$ cat src/hw/rtl/speed_ramp_generator_macros.svh
// Assertion macros for the speed ramp generator.
// Used by the top level; no other dependencies.
`ifndef SPEED_RAMP_GENERATOR_MACROS_SVH
`define SPEED_RAMP_GENERATOR_MACROS_SVH

// Same-cycle implication, disabled during reset.
`define SRG_ASSERT_NOW(label, ante, cons) \
   label: assert property (@(posedge clock) disable iff (reset) (ante) |-> (cons)) \
      else $error("speed ramp generator: same-cycle check failed");

// Next-cycle implication, disabled during reset.
`define SRG_ASSERT_NEXT(label, ante, cons) \
   label: assert property (@(posedge clock) disable iff (reset) (ante) |=> (cons)) \
      else $error("speed ramp generator: next-cycle check failed");

`endif

$ cat src/hw/rtl/srg_pkg.sv
// Package for the speed ramp generator: widths, codes and shared types.
// No dependencies; used by every RTL file of the block.
`timescale 1ns / 1ps
package srg_pkg;

   localparam int DATA_W    = 32;
   localparam int STEP_W    = 31;
   localparam int DIVISOR_W = 20;
   localparam int CSR_IDX_W = 2;

   localparam logic [DIVISOR_W-1:0] DIVISOR_RESET = DIVISOR_W'(1000);

   // Configuration register indexes.
   localparam logic [CSR_IDX_W-1:0] CSR_ACCELERATION = 2'd0;
   localparam logic [CSR_IDX_W-1:0] CSR_DECELERATION = 2'd1;
   localparam logic [CSR_IDX_W-1:0] CSR_DIVISOR      = 2'd2;

   typedef enum logic [1:0] {
      CMD_TICK       = 2'd0,
      CMD_LOAD_POS   = 2'd1,
      CMD_LOAD_SPEED = 2'd2
   } cmd_type;

   typedef enum logic [1:0] {
      MOTION_CONSTANT = 2'd0,
      MOTION_ACCEL    = 2'd1,
      MOTION_DECEL    = 2'd2
   } motion_type;

   // Result of the shared divider, as seen by the sequencer.
   typedef struct packed {
      logic              done;
      logic [DATA_W-1:0] quotient;
      logic [DATA_W-1:0] remainder;
   } div_result_type;

endpackage

$ cat src/hw/rtl/srg_divider.sv
// Iterative signed divider (truncating, as C) of a 32-bit value by a 20-bit divisor.
// Two quotient bits per cycle. Depends on srg_pkg.
`timescale 1ns / 1ps
module srg_divider
   import srg_pkg::*;
(
   input  logic                 clock,
   input  logic                 reset,
   input  logic                 start,
   input  logic [DATA_W-1:0]    dividend,
   input  logic [DIVISOR_W-1:0] divisor,
   output div_result_type       result
);

   localparam int BITS_PER_CYCLE = 2;
   localparam int STEPS          = DATA_W / BITS_PER_CYCLE;
   localparam int CNT_W          = $clog2(STEPS);

   logic                 busy_ff;
   logic                 done_ff;
   logic [CNT_W-1:0]     count_ff;
   logic                 neg_ff;
   logic [DIVISOR_W-1:0] dvs_ff;
   logic [DIVISOR_W-1:0] rem_ff;
   logic [DATA_W-1:0]    quo_ff;
   logic [DIVISOR_W-1:0] rem_in;
   logic [DATA_W-1:0]    quo_in;

   // Restoring division, two dependent narrow steps per cycle.
   always_comb begin
      logic [DIVISOR_W:0] trial;
      rem_in = rem_ff;
      quo_in = quo_ff;
      for (int i = 0; i < BITS_PER_CYCLE; i++) begin
         trial  = {rem_in, quo_in[DATA_W-1]};
         quo_in = {quo_in[DATA_W-2:0], 1'b0};
         if (trial >= {1'b0, dvs_ff}) begin
            rem_in    = DIVISOR_W'(trial - {1'b0, dvs_ff});
            quo_in[0] = 1'b1;
         end else begin
            rem_in = trial[DIVISOR_W-1:0];
         end
      end
   end

   always_ff @(posedge clock) begin
      if (reset) begin
         busy_ff  <= 1'b0;
         done_ff  <= 1'b0;
         count_ff <= '0;
      end else begin
         done_ff <= 1'b0;
         if (start) begin
            busy_ff  <= 1'b1;
            count_ff <= '0;
         end else if (busy_ff) begin
            count_ff <= count_ff + 1'b1;
            if (count_ff == CNT_W'(STEPS - 1)) begin
               busy_ff <= 1'b0;
               done_ff <= 1'b1;
            end
         end
      end
   end

   always_ff @(posedge clock) begin
      if (start) begin
         neg_ff <= dividend[DATA_W-1];
         quo_ff <= dividend[DATA_W-1] ? (DATA_W'(0) - dividend) : dividend;
         rem_ff <= '0;
         // A zero divisor behaves as a divisor of one.
         dvs_ff <= (divisor == '0) ? DIVISOR_W'(1) : divisor;
      end else if (busy_ff) begin
         quo_ff <= quo_in;
         rem_ff <= rem_in;
      end
   end

   // Quotient and remainder both take the sign of the dividend.
   always_comb begin
      result.done      = done_ff;
      result.quotient  = neg_ff ? (DATA_W'(0) - quo_ff) : quo_ff;
      result.remainder = neg_ff ? (DATA_W'(0) - DATA_W'(rem_ff)) : DATA_W'(rem_ff);
   end

endmodule

$ cat src/hw/rtl/speed_ramp_generator.sv
// Speed ramp generator: trapezoidal speed ramp with fractional accumulators.
// One transaction at a time; the two divisions of the shared two-bit-per-cycle
// divider set the tick time. Synchronous active-high reset clears speed,
// position, remainders and motion state, and restores the registers to
// acceleration 0, deceleration 0 and divisor 1000.
`timescale 1ns / 1ps
`include "speed_ramp_generator_macros.svh"
module speed_ramp_generator
   import srg_pkg::*;
(
   input  logic                 clock,
   input  logic                 reset,
   // Request channel.
   input  logic                 req_tvalid,
   output logic                 req_tready,
   input  logic [63:0]          req_tdata,   // [31:0] target_speed, [63:32] load_value
   input  logic [1:0]           req_tuser,   // [1:0] command
   // Response channel.
   output logic                 rsp_tvalid,
   input  logic                 rsp_tready,
   output logic [71:0]          rsp_tdata,   // [31:0] speed, [63:32] position,
                                             // [65:64] motion_state, [71:66] zero
   // Configuration write port.
   input  logic                 csr_we,
   input  logic [CSR_IDX_W-1:0] csr_index,
   input  logic [STEP_W-1:0]    csr_wdata
);

   // The sequencer walks one tick through the error evaluation, the update of
   // the speed remainder, the speed division, the snap check, and the
   // position division. Both divisions share a single divider.
   typedef enum logic [3:0] {
      S_IDLE,
      S_ERROR,
      S_STEP,
      S_SPEED_DIV,
      S_SPEED_WAIT,
      S_SNAP,
      S_POS_DIV,
      S_POS_WAIT,
      S_FINISH
   } state_type;

   state_type            state_ff;
   logic [STEP_W-1:0]    accel_ff;
   logic [STEP_W-1:0]    decel_ff;
   logic [DIVISOR_W-1:0] divisor_ff;

   logic [DATA_W-1:0]    speed_ff;
   logic [DATA_W-1:0]    speed_rem_ff;
   logic [DATA_W-1:0]    pos_ff;
   logic [DATA_W-1:0]    pos_rem_ff;
   motion_type           motion_ff;

   logic [DATA_W-1:0]    target_ff;
   logic                 err_pos_ff;
   logic                 err_neg_ff;
   logic                 grow_ff;

   logic                 rsp_tvalid_ff;
   logic [71:0]          rsp_tdata_ff;

   logic [DATA_W-1:0]    err;
   logic [DATA_W-1:0]    grow;
   logic [DATA_W-1:0]    mag_target;
   logic [DATA_W-1:0]    mag_speed;
   logic [DATA_W-1:0]    err2;
   logic                 snap;
   logic [DATA_W-1:0]    req_target;
   logic [DATA_W-1:0]    req_load;
   cmd_type              req_cmd;
   logic                 req_fire;

   logic                 div_start;
   logic [DATA_W-1:0]    div_dividend;
   div_result_type       div_result;

   assign req_target = req_tdata[31:0];
   assign req_load   = req_tdata[63:32];
   assign req_cmd    = cmd_type'(req_tuser);
   assign req_tready = (state_ff == S_IDLE);
   assign req_fire   = req_tvalid && req_tready;
   assign rsp_tvalid = rsp_tvalid_ff;
   assign rsp_tdata  = rsp_tdata_ff;

   // Speed error and the change in magnitude; the magnitude of the most
   // negative value wraps onto itself as a plain negation does.
   assign mag_target = target_ff[DATA_W-1] ? (DATA_W'(0) - target_ff) : target_ff;
   assign mag_speed  = speed_ff[DATA_W-1] ? (DATA_W'(0) - speed_ff) : speed_ff;
   assign err        = target_ff - speed_ff;
   assign grow       = mag_target - mag_speed;

   // After the speed division: has the speed reached or passed the target?
   assign err2 = target_ff - speed_ff;
   assign snap = (err_pos_ff && (err2[DATA_W-1] || (err2 == '0))) ||
                 (err_neg_ff && !err2[DATA_W-1]);

   assign div_start    = (state_ff == S_SPEED_DIV) || (state_ff == S_POS_DIV);
   assign div_dividend = (state_ff == S_SPEED_DIV) ? speed_rem_ff : pos_rem_ff;

   srg_divider u_divider (
      .clock    (clock),
      .reset    (reset),
      .start    (div_start),
      .dividend (div_dividend),
      .divisor  (divisor_ff),
      .result   (div_result)
   );

   // Configuration registers; an index beyond the list is ignored.
   always_ff @(posedge clock) begin
      if (reset) begin
         accel_ff   <= '0;
         decel_ff   <= '0;
         divisor_ff <= DIVISOR_RESET;
      end else if (csr_we) begin
         unique case (csr_index)
            CSR_ACCELERATION: accel_ff   <= csr_wdata;
            CSR_DECELERATION: decel_ff   <= csr_wdata;
            CSR_DIVISOR:      divisor_ff <= csr_wdata[DIVISOR_W-1:0];
            default: ;
         endcase
      end
   end

   // Sequencer with the motion state and the response register.
   always_ff @(posedge clock) begin
      if (reset) begin
         state_ff      <= S_IDLE;
         speed_ff      <= '0;
         speed_rem_ff  <= '0;
         pos_ff        <= '0;
         pos_rem_ff    <= '0;
         motion_ff     <= MOTION_CONSTANT;
         rsp_tvalid_ff <= 1'b0;
         err_pos_ff    <= 1'b0;
         err_neg_ff    <= 1'b0;
         grow_ff       <= 1'b0;
      end else begin
         // The finish state decides the valid flag itself when it is active.
         if (rsp_tvalid_ff && rsp_tready && (state_ff != S_FINISH)) begin
            rsp_tvalid_ff <= 1'b0;
         end
         unique case (state_ff)
            S_IDLE: begin
               if (req_fire) begin
                  target_ff <= req_target;
                  // Loads finish at once; an unused command changes nothing.
                  unique case (req_cmd)
                     CMD_TICK: begin
                        state_ff <= S_ERROR;
                     end
                     CMD_LOAD_POS: begin
                        pos_ff     <= req_load;
                        pos_rem_ff <= '0;
                        state_ff   <= S_FINISH;
                     end
                     CMD_LOAD_SPEED: begin
                        speed_ff     <= req_load;
                        speed_rem_ff <= '0;
                        state_ff     <= S_FINISH;
                     end
                     default: begin
                        state_ff <= S_FINISH;
                     end
                  endcase
               end
            end
            S_ERROR: begin
               err_pos_ff <= !err[DATA_W-1] && (err != '0);
               err_neg_ff <= err[DATA_W-1];
               grow_ff    <= !grow[DATA_W-1] && (grow != '0);
               state_ff   <= S_STEP;
            end
            S_STEP: begin
               // Acceleration while the magnitude grows, deceleration
               // otherwise, signed by the direction of the error.
               if (err_pos_ff || err_neg_ff) begin
                  motion_ff <= grow_ff ? MOTION_ACCEL : MOTION_DECEL;
                  if (err_pos_ff) begin
                     speed_rem_ff <= speed_rem_ff +
                                     DATA_W'(grow_ff ? accel_ff : decel_ff);
                  end else begin
                     speed_rem_ff <= speed_rem_ff -
                                     DATA_W'(grow_ff ? accel_ff : decel_ff);
                  end
               end else begin
                  motion_ff <= MOTION_CONSTANT;
               end
               state_ff <= S_SPEED_DIV;
            end
            S_SPEED_DIV: begin
               state_ff <= S_SPEED_WAIT;
            end
            S_SPEED_WAIT: begin
               if (div_result.done) begin
                  speed_ff     <= speed_ff + div_result.quotient;
                  speed_rem_ff <= div_result.remainder;
                  state_ff     <= S_SNAP;
               end
            end
            S_SNAP: begin
               if (snap) begin
                  speed_ff     <= target_ff;
                  speed_rem_ff <= '0;
                  motion_ff    <= MOTION_CONSTANT;
                  pos_rem_ff   <= pos_rem_ff + target_ff;
               end else begin
                  pos_rem_ff   <= pos_rem_ff + speed_ff;
               end
               state_ff <= S_POS_DIV;
            end
            S_POS_DIV: begin
               state_ff <= S_POS_WAIT;
            end
            S_POS_WAIT: begin
               if (div_result.done) begin
                  pos_ff     <= pos_ff + div_result.quotient;
                  pos_rem_ff <= div_result.remainder;
                  state_ff   <= S_FINISH;
               end
            end
            S_FINISH: begin
               // Wait here only while an earlier result is still unclaimed.
               if (!rsp_tvalid_ff || rsp_tready) begin
                  rsp_tvalid_ff <= 1'b1;
                  rsp_tdata_ff  <= {6'b0, motion_ff, pos_ff, speed_ff};
                  state_ff      <= S_IDLE;
               end
            end
            default: begin
               state_ff <= S_IDLE;
            end
         endcase
      end
   end

   // A tick or load keeps the block busy for at least the following cycle.
   `SRG_ASSERT_NEXT(a_busy_after_accept, req_fire, !req_tready)
   // The divider only reports a result while the sequencer waits for it.
   `SRG_ASSERT_NOW(a_div_done_expected, div_result.done,
                   (state_ff == S_SPEED_WAIT) || (state_ff == S_POS_WAIT))
   // A new response only appears on leaving the finish state.
   `SRG_ASSERT_NOW(a_rsp_from_finish, $rose(rsp_tvalid_ff), $past(state_ff == S_FINISH))
   // A snap always leaves the motion state at constant speed.
   `SRG_ASSERT_NEXT(a_snap_constant, (state_ff == S_SNAP) && snap,
                    motion_ff == MOTION_CONSTANT)

endmodule

$ cat config.mk
export PLATFORM = sky130hd
export DESIGN_NAME = speed_ramp_generator
export DESIGN_NICKNAME = d
export VERILOG_FILES = /design/src/hw/rtl/srg_pkg.sv /design/src/hw/rtl/srg_divider.sv /design/src/hw/rtl/speed_ramp_generator.sv
export VERILOG_INCLUDE_DIRS = /design/src /design/src/hw/rtl
export SDC_FILE = /design/constraint.sdc
export NUM_CORES = 2
export LEC_CHECK = 0
export BUFFER_PORTS_ARGS = -buffer_cell sky130_fd_sc_hd__buf_2
export CAP_MARGIN = 20
export CORE_MARGIN = 2
export CORE_UTILIZATION = 60
export DETAILED_ROUTE_END_ITERATION = 10
export GPL_ROUTABILITY_DRIVEN = 0
export MAX_ROUTING_LAYER = met4
export PLACE_DENSITY_LB_ADDON = 0.05
export SLEW_MARGIN = 20
export SYNTH_ARGS = -nofsm -noshare
export SYNTH_HDL_FRONTEND = slang
export SYNTH_SLANG_ARGS = --single-unit
export TNS_END_PERCENT = 1
$ cat constraint.sdc
create_clock -name clock -period 10.1 [get_ports clock]
set_clock_uncertainty 0.05 [all_clocks]
set_input_delay 1.01 -clock clock [delete_from_list [all_inputs] [get_ports clock]]
set_output_delay 1.01 -clock clock [all_outputs]
set_load 0.01 [all_outputs]
==> impl_metrics.ini <==
[detailed_routing]
drc_errors = 0
postRouteAntennaNets = 0
wl_mm = 106
first_iter_violations = 3213
wire_per_inst_um = 22.5
vias = 30400
vias_per_cell = 6.48
drt-pass1-iter-count = 6

[placement]
hpwl_mm = 80.7
io_buffers = 171

[floorplanning]
start_util_pct = 60.6
die_area_mm2 = 0.0549
die_h_um = 234
ios = 178
die_w_um = 234
core_area_mm2 = 0.0526
rows = 84

[sta]
worstMarginPinSlew_ns = 1.07
fmax_mhz = 124
fin_crit_sh_pct = 79.8
rsz0062_at_grt = false
hold_violations = 0
finalSetupViolCount = 0
fin_setup_tns_ns = 0
slew_violations = 0
slew_headroom_pct = 28.8
fin_crit_ns = 8.06

[final_layout]
layout-drive-gt1-share_pct = 9.86
antennaDiodeCount = 0
nNetsFinal = 4316
area_growth_pct = 9.23
fin_util_pct = 66.2
fillers = 4616

[flow_run]
cap_violations = 0

[grt]
grt_first_pass_wirelength_mm = 160
grt.overflow.total = 0
grt_usage_pct = 38.7
grt_start_max_net_pins = 83
grt_pass1_vias = 27300
antenna_found_initial = 0

[setup_path]
path_max_fanout = 16
crit_path_start_kind = flip-flop
ff2ff_path_depth = 26
cp_num_buf_inv = 1
cp.required_ns = 10.56
cp-end-kind = flip-flop
max_stage_delay_ns = 0.82
ff2ff_setup_slack_ns = 2.04
r2r-start = speed_ff[4]
slowest_stage = a22oi_2
crit_family = compound AO/OA/AOI/OAI gates
r2r_end = pos_rem_ff[30]
worstSetupStartpoint = speed_ff[4]
crit_end = pos_rem_ff[30]
crit_type = reg2reg
worst-path-stages = 26
arrival_ns = 8.52
cp_common_cell = a21oi_1

[yosys]
yosysSeqAreaShare_pct = 29.7
avgSynthCellArea_um2 = 8.14
syn_area_mm2 = 0.0318
yosysUniqueCellTypes = 97
netlist_instances = 3912
ys.flop_type = dfxtp_1
async_flop_share_pct = 0
synth-edff-count = 151
synth_warnings = 0
synth-seq-cells = 397

[cts]
clock_path_buffers = 3
clk_pin_slew_ns = 0.07
postCtsSetupRepairBufs = 0
cts.htree.levels = 2
hold_buffers = 0
clock_latency_ns = 0.61
cts_buffers = 47
clock-sinks = 397
root_buffer = clkbuf_16
cts_tree = done
cts-resized-gates = 0

[power_and_ir_drop]
power_density_mw_per_mm2 = 164
leakage_nw = 13.9
ir_drop_v = 0.000172

[outcome]
status = complete, no violations

[min_path]
hold_path.class = reg2reg
## registers in the layout, indices dropped and copies added, names as in the netlist, 20 cells and up
register / count
accel_ff: 31
u_divider.rem_ff: 20
divisor_ff: 20
speed_ff: 32
pos_ff: 32
target_ff: 32
u_divider.dvs_ff: 20
decel_ff: 31
pos_rem_ff: 32
u_divider.quo_ff: 32
speed_rem_ff: 32
rsp_tdata: 66
## cell usage after synthesis (all sizes together) (19+ instances only)
cell type / n / area (um^2)
o31ai: 41 / 322
mux2: 40 / 450
o21bai: 27 / 206
o21ai: 318 / 1600
a31oi: 39 / 244
a21oi: 351 / 1760
or3: 39 / 249
edfxtp: 151 / 4530
o41ai: 19 / 166
buf: 42 / 219
nand4: 34 / 213
a21o: 76 / 571
dfxtp: 246 / 4920
ha: 238 / 2980
inv: 144 / 541
nor2: 266 / 998
clkbuf: 168 / 631
or4: 19 / 150
xnor2: 225 / 1970
nor2b: 38 / 238
nand2b: 50 / 313
o221ai: 22 / 193
nor3: 107 / 547
and3: 26 / 163
o21a: 38 / 285
nand2: 465 / 1750
mux2i: 76 / 761
o211ai: 25 / 188
a22oi: 30 / 225
a211oi: 67 / 513
a221oi: 19 / 173
nand3: 72 / 360
nor4: 35 / 234
xor2: 99 / 867
## how the worst min path moves through the flow
stage                      start            end  cells past startpoint
detailed placement  motion_ff[0]  rsp_tdata[64]                      0
global placement    motion_ff[1]  rsp_tdata[65]                      0
floorplan           speed_ff[31]  rsp_tdata[31]                      0
global route        motion_ff[0]  rsp_tdata[64]                      0
finish              motion_ff[0]  rsp_tdata[64]                      0
CTS                 motion_ff[0]  rsp_tdata[64]                      0
## worst reg2reg max path, delay by kind of cell, from the launching register on
kind	cells	cell delay [ns]
DFF	1	0.41
muxes	1	0.46
xor gates and xnor gates	2	0.45
adders and majority gates	2	0.75
AOI/OAI and AO/OA	16	4.40
buffers and inverters	1	0.13
and+or+nand+nor	4	1.33
## through the flow
| stage | hold slack [ns] | cells | setup slack, ns | instance area (um^2) | total power, mW |
|---|---|---|---|---|---|
| finish | 0.387 | 4693 | 2.04 | 34800 | 5.69 |
| global route | 0.403 | 4693 | 1.57 | 34800 | 5.96 |
| CTS | 0.390 | 4692 | 2.18 | 34700 | 5.65 |
| detailed placement | 0.376 | 4604 | 2.22 | 33100 | 3.84 |
| global placement | 0.372 | 4603 | 2.34 | 33100 | 3.82 |
| floorplan | 0.356 | 3917 | 3.42 | 31900 | 3.33 |
## layer usage
metal / vias to the layer above / share of wire, % / GRT usage [%]
met5: - / 0 / -
met4: 0 / 7.9 / 25.9
met3: 339 / 8.2 / 5.41
met2: 1438 / 44 / 59.5
met1: 14100 / 40 / 47.3
li1: 14500 / - / -
## cell type report
type	count	area, um^2	area share (%)
Multi-Input combinational cell	3165	21100	60.6
Sequential cell	397	9460	27.2
Clock inverter	29	343	0.986
Timing Repair Buffer	210	1170	3.37
Inverter	145	544	1.57
Tap cell	688	861	2.48
Clock buffer	59	1310	3.78
## logic make-up (layout without fill, tap and decap cells)
kind of cell	count (synthesis)	after routing	share of synthesized area, %
compound gates	1233	1233	24.8
xor+xnor	324	324	8.91
fa+ha+maj	246	246	9.86
buf+inv	355	443	4.38
flops	397	397	29.7
mux	116	116	3.80
other cells	1	6	0.0118
simple gates	1240	1240	18.6
## layout by cell type, fill, tap and decap left out, drive strengths merged, types with 40 or more instances in the layout
cell type	n
a211oi	67
a21o	76
a21oi	351
buf	210
clkbuf	59
dfxtp	246
edfxtp	151
ha	238
inv	145
mux2	40
mux2i	76
nand2	465
nand2b	50
nand3	72
nor2	266
nor3	107
o21ai	318
o31ai	41
xnor2	225
xor2	99
## power breakdown
part / switching, mW / internal (mW) / total [mW] / leakage (nW)
sequential: 0.129 / 1.76 / 1.89 / 3.39
clock: 0.739 / 1.08 / 1.82 / 0.812
combinational: 1.20 / 0.782 / 1.98 / 9.65
total: 2.07 / 3.62 / 5.69 / 13.9
Note: power is estimated with default switching activity, not from simulation.
